<file path="config.mk">
export PLATFORM = sky130hd
export DESIGN_NAME = magstripe_f2f_track_encoder_flat
export DESIGN_NICKNAME = d
export VERILOG_FILES = /design/src/rtl/mse_pkg.sv /design/src/rtl/mse_item_if.sv /design/src/rtl/mse_cell_if.sv /design/src/rtl/magstripe_f2f_track_encoder.sv /design/src/flat_wrapper.sv
export SDC_FILE = /design/constraint.sdc
export NUM_CORES = 1
export LEC_CHECK = 0
export ABC_AREA = 1
export BUFFER_PORTS_ARGS = -buffer_cell sky130_fd_sc_hd__buf_2
export CORE_MARGIN = 2
export CORE_UTILIZATION = 55
export DETAILED_ROUTE_END_ITERATION = 8
export PLACE_DENSITY = 0.91
export REMOVE_ABC_BUFFERS = 1
export SYNTH_ARGS = -nofsm -noshare
export SYNTH_HDL_FRONTEND = slang
export SYNTH_SLANG_ARGS = --single-unit
</file>
<file path="constraint.sdc">
create_clock -name clk -period 2.8 [get_ports clk]
set_clock_uncertainty 0.1 [all_clocks]
set_input_delay 0.14 -clock clk [delete_from_list [all_inputs] [get_ports clk]]
set_output_delay 0.14 -clock clk [all_outputs]
set_load 0.02 [all_outputs]
</file>
<file path="src/rtl/mse_pkg.sv">
package mse_pkg;

	localparam int LEAD_ZERO_CELLS_DEF = 25;
	localparam int LEAD_ZERO_MAX = 25;
	localparam int TRAIL_ZERO_CELLS = 25;
	localparam int ZCNT_W = 5;
	localparam int LRC_W = 6;
	localparam int BIT_IDX_W = 3;
	localparam int PADDR_W = 4;
	localparam int PDATA_W = 32;

	localparam logic [7:0] OFFSET_NUMERIC = 8'h30;
	localparam logic [7:0] OFFSET_ALPHA = 8'h20;
	localparam logic [2:0] FMT_MIN = 3'd4;
	localparam logic [2:0] FMT_ALPHA = 3'd6;

	typedef enum logic [1:0] {
		KIND_START  = 2'd0,
		KIND_CHAR   = 2'd1,
		KIND_FINISH = 2'd2,
		KIND_NONE   = 2'd3
	} kind_t;

	typedef enum logic [1:0] {
		REG_BITS_PER_CHAR = 2'd0,
		REG_PARITY_ODD    = 2'd1,
		REG_DRIVE_LEVEL   = 2'd2,
		REG_UNUSED        = 2'd3
	} reg_idx_t;

endpackage

</file>
<file path="src/rtl/mse_item_if.sv">
interface mse_item_if;
	logic       valid;
	logic       ready;
	logic [1:0] kind;
	logic [7:0] char_code;

	modport source (output valid, output kind, output char_code, input ready);
	modport sink (input valid, input kind, input char_code, output ready);
endinterface

</file>
<file path="src/rtl/mse_cell_if.sv">
interface mse_cell_if;
	logic       valid;
	logic       ready;
	logic       first_half_level;
	logic       second_half_level;
	logic [7:0] drive;
	logic       last;

	modport source (output valid, output first_half_level, output second_half_level,
		output drive, output last, input ready);
	modport sink (input valid, input first_half_level, input second_half_level,
		input drive, input last, output ready);
endinterface

</file>
<file path="src/rtl/magstripe_f2f_track_encoder.sv">
// Encodes a magnetic-stripe track into F2F bit cells, one cell per beat on the cell channel.
// Items are taken one at a time: a start item gives LEAD_ZERO_CELLS zero cells, clamped to
// 1 to 25, a character item four to seven cells depending on the format, and a finish item
// the LRC character with its parity when the format has one, followed by 25 trailing zero
// cells. A serial cell shifter produces one cell per clock cycle while the cell channel does
// not stall; the next item is taken once the last cell is in the output register.
module magstripe_f2f_track_encoder #(
	parameter int LEAD_ZERO_CELLS = mse_pkg::LEAD_ZERO_CELLS_DEF
) (
	input  logic                        clk,
	input  logic                        arst_n,
	mse_item_if.sink                    items,
	mse_cell_if.source                  cells,
	input  logic                        psel,
	input  logic                        penable,
	input  logic                        pwrite,
	input  logic [mse_pkg::PADDR_W-1:0] paddr,
	input  logic [mse_pkg::PDATA_W-1:0] pwdata,
	output logic [mse_pkg::PDATA_W-1:0] prdata,
	output logic                        pready
);

	localparam int LeadClamped = (LEAD_ZERO_CELLS < 1) ? 1 :
		((LEAD_ZERO_CELLS > mse_pkg::LEAD_ZERO_MAX) ? mse_pkg::LEAD_ZERO_MAX : LEAD_ZERO_CELLS);
	localparam logic [mse_pkg::ZCNT_W-1:0] LeadCnt = mse_pkg::ZCNT_W'(LeadClamped);
	localparam logic [mse_pkg::ZCNT_W-1:0] TrailCnt = mse_pkg::ZCNT_W'(mse_pkg::TRAIL_ZERO_CELLS);

	typedef enum logic [3:0] {
		S_IDLE = 4'b0001,
		S_DATA = 4'b0010,
		S_PAR  = 4'b0100,
		S_ZERO = 4'b1000
	} state_t;

	state_t                            state_q;
	logic [2:0]                        bits_per_char_q;
	logic                              parity_odd_q;
	logic [7:0]                        drive_level_q;
	logic                              line_q;
	logic [mse_pkg::LRC_W-1:0]         lrc_q;
	logic [mse_pkg::LRC_W-1:0]         shift_q;
	logic [mse_pkg::BIT_IDX_W-1:0]     bit_idx_q;
	logic [mse_pkg::BIT_IDX_W-1:0]     last_idx_q;
	logic [mse_pkg::ZCNT_W-1:0]        zcnt_q;
	logic                              par_q;
	logic                              has_par_q;
	logic                              finish_q;
	logic                              out_valid_q;
	logic                              out_first_q;
	logic                              out_second_q;
	logic [7:0]                        out_drive_q;
	logic                              out_last_q;

	logic                              cfg_wr;
	mse_pkg::reg_idx_t                 cfg_idx;
	logic                              accept;
	logic                              emit;
	logic                              cell_bit;
	logic                              cell_first;
	logic                              cell_second;
	logic                              cell_last;
	logic                              alpha_fmt;
	logic [7:0]                        code;

	assign pready = 1'b1;
	assign cfg_wr = psel && penable && pwrite;
	assign cfg_idx = mse_pkg::reg_idx_t'(paddr[3:2]);

	always_comb begin
		prdata = '0;
		case (cfg_idx)
			mse_pkg::REG_BITS_PER_CHAR: prdata[2:0] = bits_per_char_q;
			mse_pkg::REG_PARITY_ODD:    prdata[0] = parity_odd_q;
			mse_pkg::REG_DRIVE_LEVEL:   prdata[7:0] = drive_level_q;
			default:                    prdata = '0;
		endcase
	end

	always_ff @(posedge clk or negedge arst_n) begin
		if (!arst_n) begin
			bits_per_char_q <= 3'd5;
			parity_odd_q <= 1'b1;
			drive_level_q <= 8'hFF;
		end else if (cfg_wr) begin
			case (cfg_idx)
				mse_pkg::REG_BITS_PER_CHAR: bits_per_char_q <= pwdata[2:0];
				mse_pkg::REG_PARITY_ODD:    parity_odd_q <= pwdata[0];
				mse_pkg::REG_DRIVE_LEVEL:   drive_level_q <= pwdata[7:0];
				default:                    ;
			endcase
		end
	end

	assign items.ready = (state_q == S_IDLE);
	assign accept = items.valid && items.ready;
	assign emit = (state_q != S_IDLE) && (!out_valid_q || cells.ready);

	assign alpha_fmt = (bits_per_char_q >= mse_pkg::FMT_ALPHA);
	assign code = items.char_code - (alpha_fmt ? mse_pkg::OFFSET_ALPHA : mse_pkg::OFFSET_NUMERIC);

	always_comb begin
		cell_bit = 1'b0;
		cell_last = 1'b0;
		case (state_q)
			S_DATA: begin
				cell_bit = shift_q[0];
				cell_last = (bit_idx_q == last_idx_q) && !has_par_q && !finish_q;
			end
			S_PAR: begin
				cell_bit = parity_odd_q ? par_q : !par_q;
				cell_last = !finish_q;
			end
			S_ZERO: begin
				cell_bit = 1'b0;
				cell_last = (zcnt_q == mse_pkg::ZCNT_W'(1));
			end
			default: begin
				cell_bit = 1'b0;
				cell_last = 1'b0;
			end
		endcase
	end

	assign cell_first = !line_q;
	assign cell_second = cell_first ^ cell_bit;

	always_ff @(posedge clk or negedge arst_n) begin
		if (!arst_n) begin
			state_q <= S_IDLE;
			line_q <= 1'b0;
			lrc_q <= '0;
			shift_q <= '0;
			bit_idx_q <= '0;
			last_idx_q <= '0;
			zcnt_q <= '0;
			par_q <= 1'b1;
			has_par_q <= 1'b0;
			finish_q <= 1'b0;
		end else if (accept) begin
			bit_idx_q <= '0;
			par_q <= 1'b1;
			last_idx_q <= alpha_fmt ? mse_pkg::BIT_IDX_W'(5) : mse_pkg::BIT_IDX_W'(3);
			has_par_q <= (bits_per_char_q >= mse_pkg::FMT_MIN) && bits_per_char_q[0];
			finish_q <= (mse_pkg::kind_t'(items.kind) == mse_pkg::KIND_FINISH);
			case (mse_pkg::kind_t'(items.kind))
				mse_pkg::KIND_START: begin
					lrc_q <= '0;
					line_q <= 1'b0;
					zcnt_q <= LeadCnt;
					state_q <= S_ZERO;
				end
				mse_pkg::KIND_CHAR: begin
					shift_q <= code[mse_pkg::LRC_W-1:0];
					state_q <= S_DATA;
				end
				mse_pkg::KIND_FINISH: begin
					shift_q <= lrc_q;
					state_q <= S_DATA;
				end
				default: state_q <= S_IDLE;
			endcase
		end else if (emit) begin
			line_q <= ((state_q == S_ZERO) && cell_last && finish_q) ? 1'b0 : cell_second;
			case (state_q)
				S_DATA: begin
					shift_q <= shift_q >> 1;
					par_q <= par_q ^ shift_q[0];
					bit_idx_q <= bit_idx_q + 1'b1;
					if (!finish_q) begin
						lrc_q[bit_idx_q] <= lrc_q[bit_idx_q] ^ shift_q[0];
					end
					if (bit_idx_q == last_idx_q) begin
						if (has_par_q) begin
							state_q <= S_PAR;
						end else if (finish_q) begin
							zcnt_q <= TrailCnt;
							state_q <= S_ZERO;
						end else begin
							state_q <= S_IDLE;
						end
					end
				end
				S_PAR: begin
					if (finish_q) begin
						zcnt_q <= TrailCnt;
						state_q <= S_ZERO;
					end else begin
						state_q <= S_IDLE;
					end
				end
				S_ZERO: begin
					zcnt_q <= zcnt_q - 1'b1;
					if (cell_last) begin
						state_q <= S_IDLE;
					end
				end
				default: state_q <= S_IDLE;
			endcase
		end
	end

	always_ff @(posedge clk or negedge arst_n) begin
		if (!arst_n) begin
			out_valid_q <= 1'b0;
		end else if (emit) begin
			out_valid_q <= 1'b1;
		end else if (cells.ready) begin
			out_valid_q <= 1'b0;
		end
	end

	always_ff @(posedge clk) begin
		if (emit) begin
			out_first_q <= cell_first;
			out_second_q <= cell_second;
			out_drive_q <= drive_level_q;
			out_last_q <= cell_last;
		end
	end

	assign cells.valid = out_valid_q;
	assign cells.first_half_level = out_first_q;
	assign cells.second_half_level = out_second_q;
	assign cells.drive = out_drive_q;
	assign cells.last = out_last_q;

	a_release_low: assert property (@(posedge clk) disable iff (!arst_n)
		emit && (state_q == S_ZERO) && finish_q && cell_last |=> !line_q)
		else $error("coil not released low after the finish item");

	a_zero_cell_flat: assert property (@(posedge clk) disable iff (!arst_n)
		emit && (state_q == S_ZERO) |=> out_first_q == out_second_q)
		else $error("zero cell carries a mid-cell transition");

	a_bit_index_range: assert property (@(posedge clk) disable iff (!arst_n)
		(state_q == S_DATA) |-> bit_idx_q <= last_idx_q)
		else $error("data bit index ran past the character width");

	a_busy_no_accept: assert property (@(posedge clk) disable iff (!arst_n)
		emit && !cell_last |=> !items.ready)
		else $error("item taken before the current item finished");

endmodule
</file>
<file path="src/flat_wrapper.sv">
// flat-port wrapper written by rule: the top's interface ports become plain ports
module magstripe_f2f_track_encoder_flat 
#(
	parameter int LEAD_ZERO_CELLS = mse_pkg::LEAD_ZERO_CELLS_DEF
)
  (clk, arst_n, psel, penable, pwrite, paddr, pwdata, prdata, pready, items_valid, items_kind, items_char_code, items_ready, cells_valid, cells_first_half_level, cells_second_half_level, cells_drive, cells_last, cells_ready);
  mse_item_if items_i ();
  mse_cell_if cells_i ();
  input  logic clk;
  input  logic arst_n;
  input  logic psel;
  input  logic penable;
  input  logic pwrite;
  input  logic [mse_pkg::PADDR_W-1:0] paddr;
  input  logic [mse_pkg::PDATA_W-1:0] pwdata;
  output logic [mse_pkg::PDATA_W-1:0] prdata;
  output logic pready;
  input wire logic [$bits(items_i.valid)-1:0] items_valid;
  input wire logic [$bits(items_i.kind)-1:0] items_kind;
  input wire logic [$bits(items_i.char_code)-1:0] items_char_code;
  output wire logic [$bits(items_i.ready)-1:0] items_ready;
  output wire logic [$bits(cells_i.valid)-1:0] cells_valid;
  output wire logic [$bits(cells_i.first_half_level)-1:0] cells_first_half_level;
  output wire logic [$bits(cells_i.second_half_level)-1:0] cells_second_half_level;
  output wire logic [$bits(cells_i.drive)-1:0] cells_drive;
  output wire logic [$bits(cells_i.last)-1:0] cells_last;
  input wire logic [$bits(cells_i.ready)-1:0] cells_ready;
  assign items_i.valid = items_valid;
  assign items_i.kind = items_kind;
  assign items_i.char_code = items_char_code;
  assign items_ready = items_i.ready;
  assign cells_valid = cells_i.valid;
  assign cells_first_half_level = cells_i.first_half_level;
  assign cells_second_half_level = cells_i.second_half_level;
  assign cells_drive = cells_i.drive;
  assign cells_last = cells_i.last;
  assign cells_i.ready = cells_ready;
  magstripe_f2f_track_encoder #(.LEAD_ZERO_CELLS(LEAD_ZERO_CELLS)) u_core (.clk(clk), .arst_n(arst_n), .items(items_i), .cells(cells_i), .psel(psel), .penable(penable), .pwrite(pwrite), .paddr(paddr), .pwdata(pwdata), .prdata(prdata), .pready(pready));
endmodule
</file>
==> results <==
- The share of total power dissipated in the clock network is 16.9%.
- Traced cell by cell, the critical path runs through inv_1 > nor2_2 > nand3_1 > nand2_1 > inv_1 > nand2_1 > nand2_1 > nor2_4 > nand2_1 > o21ai_0.
- The area inside the core boundary is 5470 sq um.
- Counting both buffers and inverters, the worst setup path holds a total of 2.
- The number of pins exceeding their max-slew limit in the final report is 0.
- The depth of the CTS H-tree is 2.
- In this design, the stage delay of the slowest critical-path cell is 0.56 ns.
- The total of cells resized after clock tree synthesis is 0.
- After clock tree synthesis, the clock-pin slew on the worst setup and hold paths is 0.10 ns.
- STA puts the critical path data arrival time at 2.22 ns.
- The flow ran to the end, and the final reports show no timing, DRC or antenna violations.
- From bottom edge to top edge, the die measures 79.1 um.
- The power density over cell area is about 910 nW/um^2.
- Global routing used 40.6% of the available met2 tracks.
- The static power due to leakage is 0.00177 uW.
- The share of layout cells above drive strength 1 is a little under a fifth.
- The global routing met1 resource utilization is between 20% and 30%.
- Relative to the synthesized area, the layout overhead comes to 12.3%.
- The net switching power figure is ~1300 uW.
- TritonCTS built the clock tree.
- The sink count of the clock tree is 55.
- STA classifies the critical path startpoint as a register.
- Summing every instance area after synthesis gives around 3100 sq um.
- The critical path required time is 2.94 ns.
- The number of filler cells placed in the layout is 445.
- The total via count in the routed design is roughly 2600.
- OpenSTA, run right after detailed placement, puts the worst setup slack at about 0.8 ns.
- The met3 layer usage reported by global route is 5.11%.
- The via count of the first global-routing pass is 2510.
- The ratio of routed vias to standard cells is 5.11.
- Synthesis instantiated 33 different standard cells from the library.
- At the pin with the least slew margin, the transition time is 0.977 ns.
- The root cell of the clock tree is sky130_fd_sc_hd__clkbuf_8.
- The start point of the worst hold path is paddr[3].
- The critical path's top delay family is simple AND/OR/NAND/NOR gates.
- Setup repair after global routing left no endpoint under its margin.
- The insertion delay to the later sink of the worst-skew pair is approximately 0.32 ns.
- The post-detailed-route DRC marker count is 0.
- The max-cap violation count is 0.
- Net switching is 42.0% of the power.
- The internal power consumption is 1850 uW.
- The final antenna-violating net count is 0.
- The count of final hold-check violations was 0.
- In this run the deepest clock path goes through 2 buffers.
- The number of cells in the design after placement is between 400 and 500.
- Once routing completed, OpenROAD measured the worst setup slack at approximately 0.72 ns.
- The initial antenna violation count is 0.
- The endpoint class of the critical path is a register.
- Counting stages on the worst path, the most repeated cell is sky130_fd_sc_hd__nand2_1.
- The iteration-0 DRC count of the detailed router is 223.
- The average cell area after synthesis is ~8.1 sq um.
- The smallest clock period supported by the final layout is computed as about 2.1 ns.
- The number of inserted diodes is 0.
- The most utilized layer in the global route result is met2.
- The worst hold path belongs to the class in2reg.
- The critical path is of the reg2reg type.
- For this design the top-level I/O count stands at 99.
- The die width is 79.1 um.
- The starting utilization of the core area is 56.7%.
- The overall overflow remaining after global route is 0.
- Of the available clock period, the critical path in the final layout requires 74.2%.
- The register area share after synthesis is 46.7%.
- Based on the critical path, the design can be clocked at up to about 0.48 GHz.
- The count of mapped cells out of synthesis is 385.
- The global-route wire length before repair is 10900 um.
- Leaving out fill and tap cells, the most frequent cells in the layout are sky130_fd_sc_hd__nand2_1 (94), sky130_fd_sc_hd__buf_2 (45), sky130_fd_sc_hd__inv_1 (42).
- The initialized floorplan defines 27 standard-cell rows.
- The multi-input combinational cells in the finished layout cover a total of 1340 sq um.
- The number of buffers inserted by port buffering is 45.
- The finished layout holds 510 standard cells, fillers aside.
- Setup total negative slack on the finished layout was measured at 0 ns.
- The setup slack on the worst flop-to-flop path is 0.72 ns.
- Of all nets on the critical path, the largest fanout is 13.
- Of the total power, combinational logic draws between 40% and 50%.
- Summing all flip-flop and latch instances after layout gives 1450 sq um.
- The most frequent standard cell in the layout excluding fill and tap cells is sky130_fd_sc_hd__nand2_1.
- Headroom to the max-slew limit came out at 34.8%.
- The final wirelength is 6590 um.
- The last weighted congestion value of the routability-driven placer is 0.936.
- The TritonCTS buffer count is 5.
- The sequential share of power is 42.2%.
- The startpoint of the worst-slack reg-to-reg timing path is u_core.state_q[0].
- The HPWL after detailed placement is approximately 4600 um.
- In this run the worst setup path begins at u_core.state_q[0].
- The final number of setup-violating endpoints is 0.
- The cell with the biggest individual delay on the critical path is sky130_fd_sc_hd__dfstp_2.
- The floorplan die area is about 6300 sq um.
- IR analysis of the VDD net gives a maximum drop of approximately 460 uV.
- At the end of the flow, the number of nets in the layout was roughly 500.
- The number of iterations in the first detailed-routing pass is 5.
- The number of storage elements in the synthesis netlist is 55.
- The pin count of the biggest net entering global routing is 45.
- The yosys synthesis warning count is 0.
- The average detailed-routed wire length per instance is ~13 um.
- Global routing used 22.5% of the available tracks.
==> kinds of logic (layout without fill, tap and decap cells) <==
| family | Yosys count | count (layout) | share of synthesized area [%] |
|---|---|---|---|
| compound gates | 56 | 56 | 10.3 |
| buf+inv | 78 | 108 | 13.0 |
| xor+xnor | 8 | 8 | 2.26 |
| flops | 55 | 55 | 46.7 |
| fa+ha+maj | 7 | 7 | 2.82 |
| other cells | 2 | 25 | 0.242 |
| simple gates | 179 | 179 | 24.7 |
==> flip-flops by register name (all words and copies together) (netlist names), 3 cells and up <==
name                    count
u_core.cells.drive          8
u_core.drive_level_q        8
u_core.lrc_q                6
u_core.shift_q              6
u_core.zcnt_q               5
u_core.state_q              4
u_core.bit_idx_q            3
u_core.bits_per_char_q      3
u_core.last_idx_q           3
==> per-stage QoR <==
step	power [uW]	util, %	hold WS, ns	cell area (sq um)
final	3180	63.6	0.0191	3480
after global routing	3410	63.6	0.0346	3480
after CTS	3180	63.4	0.0000200	3470
after detailed placement	2630	59.8	0.261	3270
after global placement	2570	59.8	0.243	3270
after floorplan	2270	-	-0.256	2950
==> metal layers <==
metal,part of all wire [%],wire (um),up-vias
li1,-,-,1282
met1,39,2560,1200
met2,52,3400,107
met3,6.8,451,19
met4,2.7,180,0
met5,0,0,-
==> worst paths after layout <==
| check | cells past startpoint | endpoint |
|---|---|---|
| worst min register to register | 2 | u_core.drive_level_q[4] |
| worst max register to register | 10 | u_core.zcnt_q[0] |
| max in group asynchronous | 2 | u_core.bit_idx_q[0] |
| worst min-delay path | 4 | u_core.parity_odd_q |
| worst max-delay path | 10 | u_core.zcnt_q[0] |
| min in group asynchronous | 2 | u_core.shift_q[4] |
==> power groups by stage <==
stage               Clock (uW)  Combinational [uW]  Sequential (uW)
global placement             0                1230             1340
floorplan                    0                 867             1400
global route               574                1460             1370
finish                     539                1300             1340
CTS                        542                1300             1340
detailed placement           0                1280             1350
==> synth_stat cells (all sizes together) <==
library cell  count  share of area (%)
a21boi            1               0.36
a21oi            13                2.1
and3              1               0.20
buf              31                7.3
clkbuf            3               0.40
conb              2               0.24
dfrtp            31                 25
dfstp            13                 11
edfxtp           11                 11
ha                7                2.8
inv              44                5.3
nand2            95                 12
nand3            29                4.8
nand3b            1               0.24
nand4             1               0.20
nor2             44                6.2
nor3              5               0.81
o211ai           10                2.4
o21a              1               0.24
o21ai            31                5.1
or2               3               0.61
xnor2             5                1.4
xor2              3               0.85
==> worst register-to-register path: cells and delay by family, from the launching register on <==
family	cells	cell delay (ns)
compound gates	1	0.08
buf+inv	2	0.13
flops	1	0.56
simple gates	7	1.13
==> cell type report <==
| type | count | share of cell area, % |
|---|---|---|
| Clock inverter | 3 | 1.22 |
| Inverter | 44 | 4.74 |
| Multi-Input combinational cell | 275 | 38.3 |
| Sequential cell | 55 | 41.6 |
| Timing Repair Buffer | 56 | 9.56 |
| Tap cell | 72 | 2.59 |
| Clock buffer | 5 | 1.98 |
==> repair_timing <==
| item | 4_1_cts | 5_1_grt |
|---|---|---|
| hold buffers | 9 | 1 |
| hold endpoints to repair | 43 | 1 |
| setup buffers | 0 | 0 |
Note: power is estimated with default switching activity, not from simulation.
